[src/design/sqw_pkg.sv]
`timescale 1ns / 1ps

package sqw_pkg;

  typedef enum logic [1:0] {
    OP_WRITE   = 2'd0,
    OP_TICK    = 2'd1,
    OP_QUARTER = 2'd2,
    OP_HALF    = 2'd3
  } opcode_t;

  localparam logic [2:0] REG_DUTY_VOL = 3'd0;
  localparam logic [2:0] REG_SWEEP    = 3'd1;
  localparam logic [2:0] REG_PER_LO   = 3'd2;
  localparam logic [2:0] REG_PER_HI   = 3'd3;
  localparam logic [2:0] REG_ENABLE   = 3'd4;

  localparam int PERIOD_W = 11;
  localparam int TIMER_W  = 12;
  localparam int SAMPLE_W = 7;

  localparam logic [PERIOD_W-1:0] PERIOD_MIN = 11'h008;

  // bit n set: sequencer step n outputs the positive level
  localparam logic [7:0] DUTY_HIGH [4] = '{8'h80, 8'hC0, 8'hF0, 8'h3F};

  localparam logic [7:0] LENGTH_TABLE [32] = '{
    8'd10,  8'd254, 8'd20, 8'd2,  8'd40, 8'd4,  8'd80, 8'd6,
    8'd160, 8'd8,   8'd60, 8'd10, 8'd14, 8'd12, 8'd26, 8'd14,
    8'd12,  8'd16,  8'd24, 8'd18, 8'd48, 8'd20, 8'd96, 8'd22,
    8'd192, 8'd24,  8'd72, 8'd26, 8'd16, 8'd28, 8'd32, 8'd30
  };

  // target reaching 0x800 is bit 11 of the 12-bit sum
  function automatic logic period_ok(input logic [PERIOD_W-1:0] per,
                                     input logic [2:0] shift,
                                     input logic negate);
    logic [PERIOD_W:0] target;
    target = {1'b0, per} + {1'b0, per >> shift};
    return (per >= PERIOD_MIN) && (negate || !target[PERIOD_W]);
  endfunction

endpackage

[src/design/sqw_if.sv]
`timescale 1ns / 1ps

interface sqw_in_if;
  logic       valid;
  logic       ready;
  logic [1:0] opcode;
  logic [2:0] reg_index;
  logic [7:0] write_data;

  modport source (output valid, output opcode, output reg_index, output write_data,
                  input ready);
  modport sink (input valid, input opcode, input reg_index, input write_data,
                output ready);
endinterface

interface sqw_out_if;
  logic              valid;
  logic              ready;
  logic signed [6:0] sample;
  logic              active;

  modport source (output valid, output sample, output active, input ready);
  modport sink (input valid, input sample, input active, output ready);
endinterface

[src/design/square_wave_sound_channel.sv]
`timescale 1ns / 1ps
// channel  | dir | payload                              | handshake
// item     | in  | opcode[1:0] reg_index[2:0] write_data | valid/ready
// result   | out | sample[6:0] signed, active            | valid/ready
//
// One transaction in, one result out in the following cycle; a new item every clock unless a held result is not taken.
// Throughput is set by the single state-update pass feeding the result register.
// rst (synchronous) restores the channel state and empties the result register.
// item.ready drops only while a held result is not taken.

module square_wave_sound_channel (
  input  logic            clk,
  input  logic            rst,
  sqw_in_if.sink          item,
  sqw_out_if.source       result
);

  localparam int PW = sqw_pkg::PERIOD_W;
  localparam int TW = sqw_pkg::TIMER_W;

  logic [3:0]    const_volume,    const_volume_next;
  logic          const_vol_mode,  const_vol_mode_next;
  logic          halt_loop,       halt_loop_next;
  logic [1:0]    duty_select,     duty_select_next;
  logic [2:0]    sweep_shift,     sweep_shift_next;
  logic          sweep_negate,    sweep_negate_next;
  logic [2:0]    sweep_period,    sweep_period_next;
  logic          sweep_enable,    sweep_enable_next;
  logic [PW-1:0] period,          period_next;
  logic [TW-1:0] timer_count,     timer_count_next;
  logic [2:0]    seq_pos,         seq_pos_next;
  logic [7:0]    length_count,    length_count_next;
  logic [3:0]    env_level,       env_level_next;
  logic [3:0]    env_divider,     env_divider_next;
  logic          env_restart,     env_restart_next;
  logic [2:0]    sweep_divider,   sweep_divider_next;
  logic          sweep_reload,    sweep_reload_next;
  logic          channel_enabled, channel_enabled_next;
  logic [3:0]    cur_volume,      cur_volume_next;

  logic signed [sqw_pkg::SAMPLE_W-1:0] cur_sample, cur_sample_next;
  logic          active_out, active_next;
  logic          out_valid;
  logic          accept;
  logic [PW-1:0] delta;
  logic [5:0]    mag;

  sqw_pkg::opcode_t op;

  assign op         = sqw_pkg::opcode_t'(item.opcode);
  assign item.ready = !out_valid || result.ready;
  assign accept     = item.valid && item.ready;
  assign delta      = period >> sweep_shift;

  always_comb begin
    const_volume_next    = const_volume;
    const_vol_mode_next  = const_vol_mode;
    halt_loop_next       = halt_loop;
    duty_select_next     = duty_select;
    sweep_shift_next     = sweep_shift;
    sweep_negate_next    = sweep_negate;
    sweep_period_next    = sweep_period;
    sweep_enable_next    = sweep_enable;
    period_next          = period;
    timer_count_next     = timer_count;
    seq_pos_next         = seq_pos;
    length_count_next    = length_count;
    env_level_next       = env_level;
    env_divider_next     = env_divider;
    env_restart_next     = env_restart;
    sweep_divider_next   = sweep_divider;
    sweep_reload_next    = sweep_reload;
    channel_enabled_next = channel_enabled;
    cur_volume_next      = cur_volume;

    unique case (op)
      sqw_pkg::OP_WRITE: begin
        unique case (item.reg_index)
          sqw_pkg::REG_DUTY_VOL: begin
            const_volume_next   = item.write_data[3:0];
            const_vol_mode_next = item.write_data[4];
            halt_loop_next      = item.write_data[5];
            duty_select_next    = item.write_data[7:6];
            cur_volume_next     = item.write_data[4] ? item.write_data[3:0] : env_level;
          end
          sqw_pkg::REG_SWEEP: begin
            sweep_shift_next  = item.write_data[2:0];
            sweep_negate_next = item.write_data[3];
            sweep_period_next = item.write_data[6:4];
            sweep_enable_next = item.write_data[7];
            sweep_reload_next = 1'b1;
          end
          sqw_pkg::REG_PER_LO: begin
            period_next = {period[PW-1:8], item.write_data};
          end
          sqw_pkg::REG_PER_HI: begin
            period_next = {item.write_data[2:0], period[7:0]};
            if (channel_enabled) begin
              length_count_next = sqw_pkg::LENGTH_TABLE[item.write_data[7:3]];
            end
            seq_pos_next     = 3'd0;
            env_restart_next = 1'b1;
          end
          sqw_pkg::REG_ENABLE: begin
            channel_enabled_next = (item.write_data != 8'd0);
            if (item.write_data == 8'd0) begin
              length_count_next = 8'd0;
            end
          end
          default: begin
          end
        endcase
      end
      sqw_pkg::OP_TICK: begin
        if (timer_count == '0) begin
          timer_count_next = {period, 1'b0};
          seq_pos_next     = seq_pos - 3'd1;
        end else begin
          timer_count_next = timer_count - TW'(1);
        end
      end
      sqw_pkg::OP_QUARTER: begin
        priority if (env_restart) begin
          env_restart_next = 1'b0;
          env_level_next   = 4'hF;
          env_divider_next = const_volume;
        end else if (env_divider == 4'd0) begin
          env_divider_next = const_volume;
          if (env_level != 4'd0) begin
            env_level_next = env_level - 4'd1;
          end else begin
            env_level_next = halt_loop ? 4'hF : 4'h0;
          end
        end else begin
          env_divider_next = env_divider - 4'd1;
        end
        cur_volume_next = const_vol_mode ? const_volume : env_level_next;
      end
      sqw_pkg::OP_HALF: begin
        if (sweep_divider == 3'd0) begin
          sweep_divider_next = sweep_period;
          if (sweep_enable && sweep_shift != 3'd0
              && sqw_pkg::period_ok(period, sweep_shift, sweep_negate)) begin
            if (sweep_negate) begin
              period_next = period - delta - PW'(1);
            end else begin
              period_next = period + delta;
            end
          end
        end else begin
          sweep_divider_next = sweep_divider - 3'd1;
        end
        if (sweep_reload) begin
          sweep_reload_next  = 1'b0;
          sweep_divider_next = sweep_period;
        end
        if (length_count != 8'd0 && !halt_loop) begin
          length_count_next = length_count - 8'd1;
        end
      end
      default: begin
      end
    endcase

    active_next = (length_count_next != 8'd0)
                  && sqw_pkg::period_ok(period_next, sweep_shift_next, sweep_negate_next);
    mag = {cur_volume_next, 2'b00};
    if (!active_next) begin
      cur_sample_next = '0;
    end else if (sqw_pkg::DUTY_HIGH[duty_select_next][seq_pos_next]) begin
      cur_sample_next = $signed({1'b0, mag});
    end else begin
      cur_sample_next = -$signed({1'b0, mag});
    end
  end

  always_ff @(posedge clk) begin
    if (rst) begin
      const_volume    <= '0;
      const_vol_mode  <= 1'b0;
      halt_loop       <= 1'b0;
      duty_select     <= '0;
      sweep_shift     <= '0;
      sweep_negate    <= 1'b0;
      sweep_period    <= '0;
      sweep_enable    <= 1'b0;
      period          <= '0;
      timer_count     <= TW'(1);
      seq_pos         <= '0;
      length_count    <= '0;
      env_level       <= '0;
      env_divider     <= 4'd1;
      env_restart     <= 1'b0;
      sweep_divider   <= 3'd1;
      sweep_reload    <= 1'b0;
      channel_enabled <= 1'b0;
      cur_volume      <= '0;
      cur_sample      <= '0;
      active_out      <= 1'b0;
      out_valid       <= 1'b0;
    end else begin
      if (accept) begin
        const_volume    <= const_volume_next;
        const_vol_mode  <= const_vol_mode_next;
        halt_loop       <= halt_loop_next;
        duty_select     <= duty_select_next;
        sweep_shift     <= sweep_shift_next;
        sweep_negate    <= sweep_negate_next;
        sweep_period    <= sweep_period_next;
        sweep_enable    <= sweep_enable_next;
        period          <= period_next;
        timer_count     <= timer_count_next;
        seq_pos         <= seq_pos_next;
        length_count    <= length_count_next;
        env_level       <= env_level_next;
        env_divider     <= env_divider_next;
        env_restart     <= env_restart_next;
        sweep_divider   <= sweep_divider_next;
        sweep_reload    <= sweep_reload_next;
        channel_enabled <= channel_enabled_next;
        cur_volume      <= cur_volume_next;
        cur_sample      <= cur_sample_next;
        active_out      <= active_next;
        out_valid       <= 1'b1;
      end else if (result.ready) begin
        out_valid <= 1'b0;
      end
    end
  end

  assign result.valid  = out_valid;
  assign result.sample = cur_sample;
  assign result.active = active_out;

`ifndef SYNTHESIS
  a_accept_gives_result: assert property (@(posedge clk) disable iff (rst)
    accept |=> result.valid)
    else $error("accepted transaction produced no result");

  a_stall_blocks_input: assert property (@(posedge clk) disable iff (rst)
    (result.valid && !result.ready) |-> !item.ready)
    else $error("input taken while result stalled");

  a_active_matches_state: assert property (@(posedge clk) disable iff (rst)
    result.valid |-> (result.active == ((length_count != 8'd0)
      && sqw_pkg::period_ok(period, sweep_shift, sweep_negate))))
    else $error("active flag disagrees with channel state");

  a_muted_is_zero: assert property (@(posedge clk) disable iff (rst)
    (result.valid && !result.active) |-> (result.sample == '0))
    else $error("nonzero sample while inactive");
`endif

endmodule
[src/flat_wrapper.sv]
// flat-port wrapper written by rule: the top's interface ports become plain ports
module square_wave_sound_channel_flat 
  (clk, rst, item_valid, item_opcode, item_reg_index, item_write_data, item_ready, result_valid, result_sample, result_active, result_ready);
  sqw_in_if item_i ();
  sqw_out_if result_i ();
  input  logic clk;
  input  logic rst;
  input wire logic [$bits(item_i.valid)-1:0] item_valid;
  input wire logic [$bits(item_i.opcode)-1:0] item_opcode;
  input wire logic [$bits(item_i.reg_index)-1:0] item_reg_index;
  input wire logic [$bits(item_i.write_data)-1:0] item_write_data;
  output wire logic [$bits(item_i.ready)-1:0] item_ready;
  output wire logic [$bits(result_i.valid)-1:0] result_valid;
  output wire logic [$bits(result_i.sample)-1:0] result_sample;
  output wire logic [$bits(result_i.active)-1:0] result_active;
  input wire logic [$bits(result_i.ready)-1:0] result_ready;
  assign item_i.valid = item_valid;
  assign item_i.opcode = item_opcode;
  assign item_i.reg_index = item_reg_index;
  assign item_i.write_data = item_write_data;
  assign item_ready = item_i.ready;
  assign result_valid = result_i.valid;
  assign result_sample = result_i.sample;
  assign result_active = result_i.active;
  assign result_i.ready = result_ready;
  square_wave_sound_channel u_core (.clk(clk), .rst(rst), .item(item_i), .result(result_i));
endmodule
[config.mk]
export PLATFORM = sky130hd
export DESIGN_NAME = square_wave_sound_channel_flat
export DESIGN_NICKNAME = d
export VERILOG_FILES = /design/src/design/sqw_pkg.sv /design/src/design/sqw_if.sv /design/src/design/square_wave_sound_channel.sv /design/src/flat_wrapper.sv
export SDC_FILE = /design/constraint.sdc
export NUM_CORES = 1
export LEC_CHECK = 0
export ABC_AREA = 1
export BUFFER_PORTS_ARGS = -buffer_cell sky130_fd_sc_hd__buf_4
export CAP_MARGIN = 20
export CORE_MARGIN = 4
export CORE_UTILIZATION = 65
export CTS_CLUSTER_DIAMETER = 50
export DETAILED_ROUTE_END_ITERATION = 10
export PLACE_DENSITY_LB_ADDON = 0.2
export RECOVER_POWER = 50
export SLEW_MARGIN = 20
export SYNTH_ARGS = -nofsm -noshare
export SYNTH_HDL_FRONTEND = slang
export SYNTH_SLANG_ARGS = --single-unit
export TNS_END_PERCENT = 100
[constraint.sdc]
create_clock -name clk -period 13.64 [get_ports clk]
set_input_delay 1.364 -clock clk [delete_from_list [all_inputs] [get_ports clk]]
set_output_delay 1.364 -clock clk [all_outputs]
set_load 0.01 [all_outputs]
After elaboration in Yosys (flattened, before gate mapping)
Memory sizes are Yosys's and may differ from the RTL's.
Index checks and enable logic that the tools add are counted.
{ "totals": {"ff_bits": 77, "mem_bits_ro": 256, "word_cells": 136, "memories": 1} }
{ "memory_table": {"columns": ["name", "depth", "width", "read_ports", "rd_clocked_by_memory_dff", "wr", "line_no", "source"], "rows": [
  ["(no name shown)", 32, 8, 1, 0, 0, "square_wave_sound_channel.sv:99", "length_count_next = sqw_pkg::LENGTH_TABLE[item.write_data[7:3]];"]
]} }
{ "classes": {"add_sub_neg": 12, "order_cmp": 5, "n_eq_ne": 9, "shift": 2, "mux": 47, "bitwise": 2, "reduce_logical": 36} }
{ "op_table": {"columns": ["op", "n"], "rows": [
  ["2-to-1 mux 8 bit", 7],
  ["case mux 11 bit (2 select lines)", 2],
  ["2-to-1 mux 4 bit", 9],
  ["2-to-1 mux 11 bit", 3],
  ["case mux 8 bit (2 select lines)", 2],
  ["adder 11 x 11 -> 12 bit", 2],
  ["nonzero test 8 bit", 3],
  ["greater-or-equal comparator 11 x 4 -> 1 bit (second input constant)", 2],
  ["right shift 11 x 3 -> 11 bit", 2],
  ["2-to-1 mux 3 bit", 6],
  ["binary-select mux 8 bit (select 2 bit)", 1],
  ["AND reduction 3 bit", 5],
  ["2-to-1 mux 7 bit", 2],
  ["logical NOT 12 bit", 1],
  ["2-to-1 mux 12 bit", 1],
  ["subtractor 12 x 1 -> 12 bit (second input constant)", 1],
  ["adder 11 bit", 1],
  ["subtractor 11 x 1 -> 11 bit (second input constant)", 1],
  ["subtractor 11 bit", 1],
  ["logical NOT 8 bit", 1],
  ["case mux 4 bit (2 select lines)", 1],
  ["subtractor 4 x 1 -> 4 bit (second input constant)", 2],
  ["subtractor 8 x 1 -> 8 bit (second input constant)", 1],
  ["logical AND 1 bit", 7],
  ["27 further kinds", 49]
]} }

Depth between registers and ports, before layout
{ "logic_depth": {"depth_word": 16, "depth_mapped": 39, "ltp_nobuf": 38} }

Worst setup path after synthesis
No wires, ideal clock.
{ "synth_path": {"path_type": "reg2reg", "start": "register u_core.sweep_shift[1]", "end": "register u_core.cur_sample, in the netlist u_core.result.sample[6]", "setup_ns": 0.071, "arrival_ns": 4.423, "required_ns": 13.569, "setup_slack_ns": 9.146, "path_stages_with_launch": 37, "synth_period_minus_slack_ns": 4.494, "path_cell_list": "dfxtp_1 buf_4 inv_2 clkbuf_1 nand2_1 o21ai_0 inv_1 o21ai_0 ha_1 nor2_2 nand2_1 nand2_1 nand2_2 nand2_1 nand3_2 nand2_2 inv_2 buf_6 nor2_1 nor2_1 o21ai_1 nand2_1 o21ai_1 inv_1 nand2_1 o21ai_0 o21ai_0 o21ai_0 ha_1 a21oi_1 nor2_1 a211oi_1 o221a_2 nand2_1 nand2_2 nand4_1 a21oi_1"} }
{ "synth_via": {"elab_chain_len": 16, "word_cells_on_any_way": 25} }
{ "synth_rtl": {"columns": ["item", "line_no", "source"], "rows": [
  ["from (decl)", "square_wave_sound_channel.sv:25", "logic [2:0] sweep_shift, sweep_shift_next;"],
  ["from (signal assigned)", "square_wave_sound_channel.sv:207", "sweep_shift <= sweep_shift_next;"],
  ["branches (longest 6 deep; another with subtractor 11 bit)", null, null],
  ["2-to-1 mux 11 bit (*)", "square_wave_sound_channel.sv:142", "if (sweep_enable && sweep_shift != 3'd0"],
  ["2-to-1 mux 11 bit (*)", "square_wave_sound_channel.sv:140", "if (sweep_divider == 3'd0) begin"],
  ["case mux 11 bit (2 select lines) (*)", "square_wave_sound_channel.sv:76", "unique case (op)"],
  ["via u_core.period_next[8]", "square_wave_sound_channel.sv:29", "logic [PW-1:0] period, period_next;"],
  ["right shift 11 x 3 -> 11 bit", "sqw_pkg.sv:39", "target = {1'b0, per} + {1'b0, per >> shift};"],
  ["adder 11 x 11 -> 12 bit", "sqw_pkg.sv:39", null],
  ["logical NOT 1 bit", "sqw_pkg.sv:40", "return (per >= PERIOD_MIN) && (negate || !target[PERIOD_W]);"],
  ["logical OR 1 bit", "sqw_pkg.sv:40", null],
  ["logical AND 1 bit (*)", "sqw_pkg.sv:40", null],
  ["logical AND 1 bit (*)", "square_wave_sound_channel.sv:166", "&& sqw_pkg::period_ok(period_next, sweep_shift_next, sweep_negate_next);"],
  ["2-to-1 mux 7 bit (*)", "square_wave_sound_channel.sv:168", "if (!active_next) begin"],
  ["to (signal assigned)", "square_wave_sound_channel.sv:222", "cur_sample <= cur_sample_next;"],
  ["to (decl)", "square_wave_sound_channel.sv:41", "logic signed [sqw_pkg::SAMPLE_W-1:0] cur_sample, cur_sample_next;"]
]} }
Mark *: on every way through the listed nets, which the timed path passes.
A chain may end at the register's enable or synchronous reset.

Final worst setup path
{ "layout_path": {"start": "register u_core.sweep_shift[0]", "end": "register u_core.cur_sample, in the netlist u_core.result.sample[6]"} }
Same word-level chain as after synthesis.

==> summary.md <==
| Metric | Value |
|---|---|
| Vias per cell | `5.918` |
| Via count | `7687` |
| Critical hold path startpoint | `u_core.result.sample[5]$_SDFFE_PP0P_` |
| Area growth syn-to-layout | `4.437%` |
| Port-buffer cells | `24` |
| Worst-Margin Slew | `1.623 ns` |
| TNS Setup | `0 ns` |
| GRT overflow | `0` |
| Die width | `112.6 µm` |
| Initial antenna violation count | `0` |
| Final setup viols | `0` |
| Initial core utilization | `0.6791` |
| FF-to-FF path depth | `32` |
| Crit-path max FO | `20` |
| Top cells by area, synth | `dfxtp_1 (21%), nand2_1 (13%), o21ai_0 (9.8%)` |
| First-pass GRT wire length | `32920 µm` |
| Total Power | `664.1 µW` |
| Total clock buffers created by CTS | `9` |
| Post-Synthesis Cells | `1166` |
| Slowest cell on crit path | `dfxtp_1` |
| DRT Wirelength | `19720 µm` |
| Hold Path End | `u_core.result.sample[5]$_SDFFE_PP0P_` |
| Leak | `0.003658 µW` |
| R2R Path Start | `u_core.sweep_shift[0]$_SDFFE_PP0P_` |
| PwrDens | `89.49 nW/µm²` |
| Final Max Tran Viols | `41` |
| Synth warnings | `0` |
| Max incr delay on CP | `0.65 ns` |
| Die Y | `112.6 µm` |
| Layout cell share with drive strength beyond 1 | `0.06707` |
| TritonRoute pass-1 iters | `6` |
| Delay-heaviest family, CP | `compound AO/OA/AOI/OAI gates` |
| 1st-iter DRT viols | `770` |
| RSZ-0062 raised after global routing | `false` |
| Setup CP Type | `reg -> reg` |
| EDFF count, synth | `0` |
| Core area | `10460 µm²` |
| Post-CTS sizing | `0` |
| Register bit total from synthesis | `75` |
| Status | `finished, violations left` |
| Die Area | `12670 µm²` |
| Buf/Inv on CP | `3` |
| Syn Std Cell Area | `7106 µm²` |
| Worst Skew | `0.01539 ns` |
| Nets | `1230` |
| Clock net sink count | `75` |
| Tmin final | `5.539 ns` |
| # DRC | `0` |
| Largest net degree at the start of global routing | `45` |
| CTS root buffer | `clkbuf_8` |
| HP Class | `reg -> reg` |
| Failing checks | `max-capacitance violations, max-slew violations` |
| Vias in the first global route | `7012` |
| Utilization of the core after routing | `0.7093` |
| Cts hold-fix bufs | `0` |
| DPL Wire Length | `14850 µm` |
| Final hold vios | `0` |
| Global Route Usage Sum | `0.3103` |
| Ant. Diodes | `0` |
| Row cnt | `37` |
| Synth Area per Inst | `6.094 µm²` |
| Crit end category | `register` |
| Fillers | `972` |
| Multi-input logic area | `4698 µm²` |
| Buffer levels on the longest clock path | `2` |
| Drt wl/cell | `15.18 µm` |
| Most common cell after layout, fill and taps aside | `nand2_1` |
| CTS tree | `done` |
| Worst flop-to-flop path endpoint | `u_core.result.sample[6]$_SDFFE_PP0P_` |
| Postcts setup bufs | `0` |
| WHS | `0.4704 ns` |
| Most frequent cells in the layout | `nand2_1 (242), inv_1 (172), o21ai_0 (139)` |
| Most used cell, CP | `nand2_1` |
| Post-synth top area cell | `dfxtp_1` |
| Req. time, crit path | `13.96 ns` |
| Startpoint types | `register` |
| Worst vdd ir | `0.08817 mV` |
| Clock latency on the worst-skew pair | `0.38 ns` |
| Seq/Total Area, Yosys | `0.2113` |
| Ys flop type | `dfxtp_1` |
| Tcrit/Tclk final | `0.4061` |
| Worst rel slew slack | `-0.08198` |
| Seq. cell area | `1501 µm²` |
| Antenna viol nets, final | `0` |
| CTS clk-pin slew, worst paths | `0.09 ns` |
| Count of cell types in the netlist | `51` |
| H-tree depth | `3` |
| Arr. time, crit path | `5.86 ns` |
| Worst hold stages | `2` |
| R2r setup slk | `8.10 ns` |
| Share of the synthesized area in the top cell type | `0.2113` |
| Routability cong. | `0.9834` |
| Fmax | `180.6 MHz` |
| Max Cap Viol | `1` |
| Post-synth ARST share | `0` |
| # IOs | `27` |
==> registers in the layout (all words and copies together), names as in the netlist <==
name and cells:
u_core.env_level 4, u_core.result.sample 5, u_core.env_divider 4, u_core.period 11, u_core.sweep_period 3, u_core.env_restart 1, u_core.result.valid 1, u_core.const_vol_mode 1
u_core.sweep_shift 3, u_core.halt_loop 1, u_core.cur_volume 4, u_core.const_volume 4, u_core.length_count 8, u_core.sweep_enable 1, u_core.sweep_divider 3, u_core.sweep_reload 1
u_core.sweep_negate 1, u_core.seq_pos 3, u_core.channel_enabled 1, u_core.duty_select 2, u_core.timer_count 12, u_core.result.active 1
==> cells in the mapped netlist (2+ instances only) <==
master,instances
inv_2,10
o211ai_1,24
a221oi_1,2
buf_2,10
o311ai_0,2
nor4_1,2
mux2i_1,3
a21oi_2,3
xor2_1,10
o21ai_1,7
ha_1,53
o221ai_1,3
xnor2_1,2
a21oi_1,111
o21ai_2,3
inv_1,172
a22oi_1,4
buf_6,2
nand3_2,9
a31oi_1,4
o22ai_1,5
nor3_1,14
clkbuf_1,30
nand4_1,12
nor2_2,4
or2_2,3
nand2_1,242
dfxtp_1,75
buf_4,5
fa_1,2
o21ai_0,139
a211oi_1,10
nand2_2,8
nor2_1,92
nand3_1,71
o31ai_1,3
==> power by group <==
part | switching, µW | internal [µW]
clock | 93.8 | 85.7
combinational | 158 | 80.3
sequential | 14.6 | 231
==> layer usage <==
metal / share of wire / global-route usage / up-vias / wire length [µm]
met4: 0.025 / 0.1138 / 0 / 499
met2: 0.47 / 0.5245 / 300 / 9277
li1: - / - / 3847 / -
met1: 0.44 / 0.3959 / 3493 / 8613
met3: 0.067 / 0.05229 / 47 / 1327
met5: 0 / 0 / - / 0
==> cell type report <==
class                   instances  area share
multi-input cells             862      0.6331
flip-flops and latches         75      0.2023
clock inverters                 7     0.01012
clock buffers                   9     0.01669
repair buffers                 27     0.02226
well taps                     136     0.02293
inverters                     183     0.09256
==> through the flow <==
stage,worst slack (ns),std cells,area (µm²)
after floorplan,9.146,1167,7109
after detailed placement,8.268,1283,7259
final,8.101,1299,7421
after global routing,7.443,1299,7421
after global placement,8.414,1283,7259
after CTS,8.256,1299,7458
==> cells by family after synthesis <==
group,share of synthesized area
AO/OA/AOI/OAI,0.2620
multiplexers,0.004226
AND/OR/NAND/NOR,0.2802
adder cells (fa/ha/maj),0.09896
XOR/XNOR,0.01479
other,0.0005278
flip-flops,0.2113
buffers and inverters,0.1280
==> worst max path at each step <==
| stage | cells past startpoint | to | slack [ns] | from |
|---|---|---|---|---|
| 3_5_place_dp | 32 | u_core.result.sample[6]$_SDFFE_PP0P_ | 8.27 | u_core.sweep_shift[0]$_SDFFE_PP0P_ |
| 4_1_cts | 32 | u_core.result.sample[6]$_SDFFE_PP0P_ | 8.26 | u_core.sweep_shift[0]$_SDFFE_PP0P_ |
| 2_1_floorplan | 36 | u_core.result.sample[6]$_SDFFE_PP0P_ | 9.15 | u_core.sweep_shift[1]$_SDFFE_PP0P_ |
| 3_3_place_gp | 32 | u_core.result.sample[4]$_SDFFE_PP0P_ | 8.41 | u_core.sweep_shift[0]$_SDFFE_PP0P_ |
| 5_1_grt | 32 | u_core.result.sample[5]$_SDFFE_PP0P_ | 7.44 | u_core.sweep_shift[0]$_SDFFE_PP0P_ |
| 6_report | 32 | u_core.result.sample[6]$_SDFFE_PP0P_ | 8.10 | u_core.sweep_shift[0]$_SDFFE_PP0P_ |
==> worst reg2reg max path: cells and delay by family, from the launching register on <==
| family | cells | cell delay (ns) |
|---|---|---|
| AO/OA/AOI/OAI | 11 | 2.42 |
| AND/OR/NAND/NOR | 16 | 1.37 |
| buffers and inverters | 3 | 0.33 |
| flip-flops | 1 | 0.65 |
| adder cells (fa/ha/maj) | 2 | 0.70 |
Note: power is estimated with default switching activity, not from simulation.
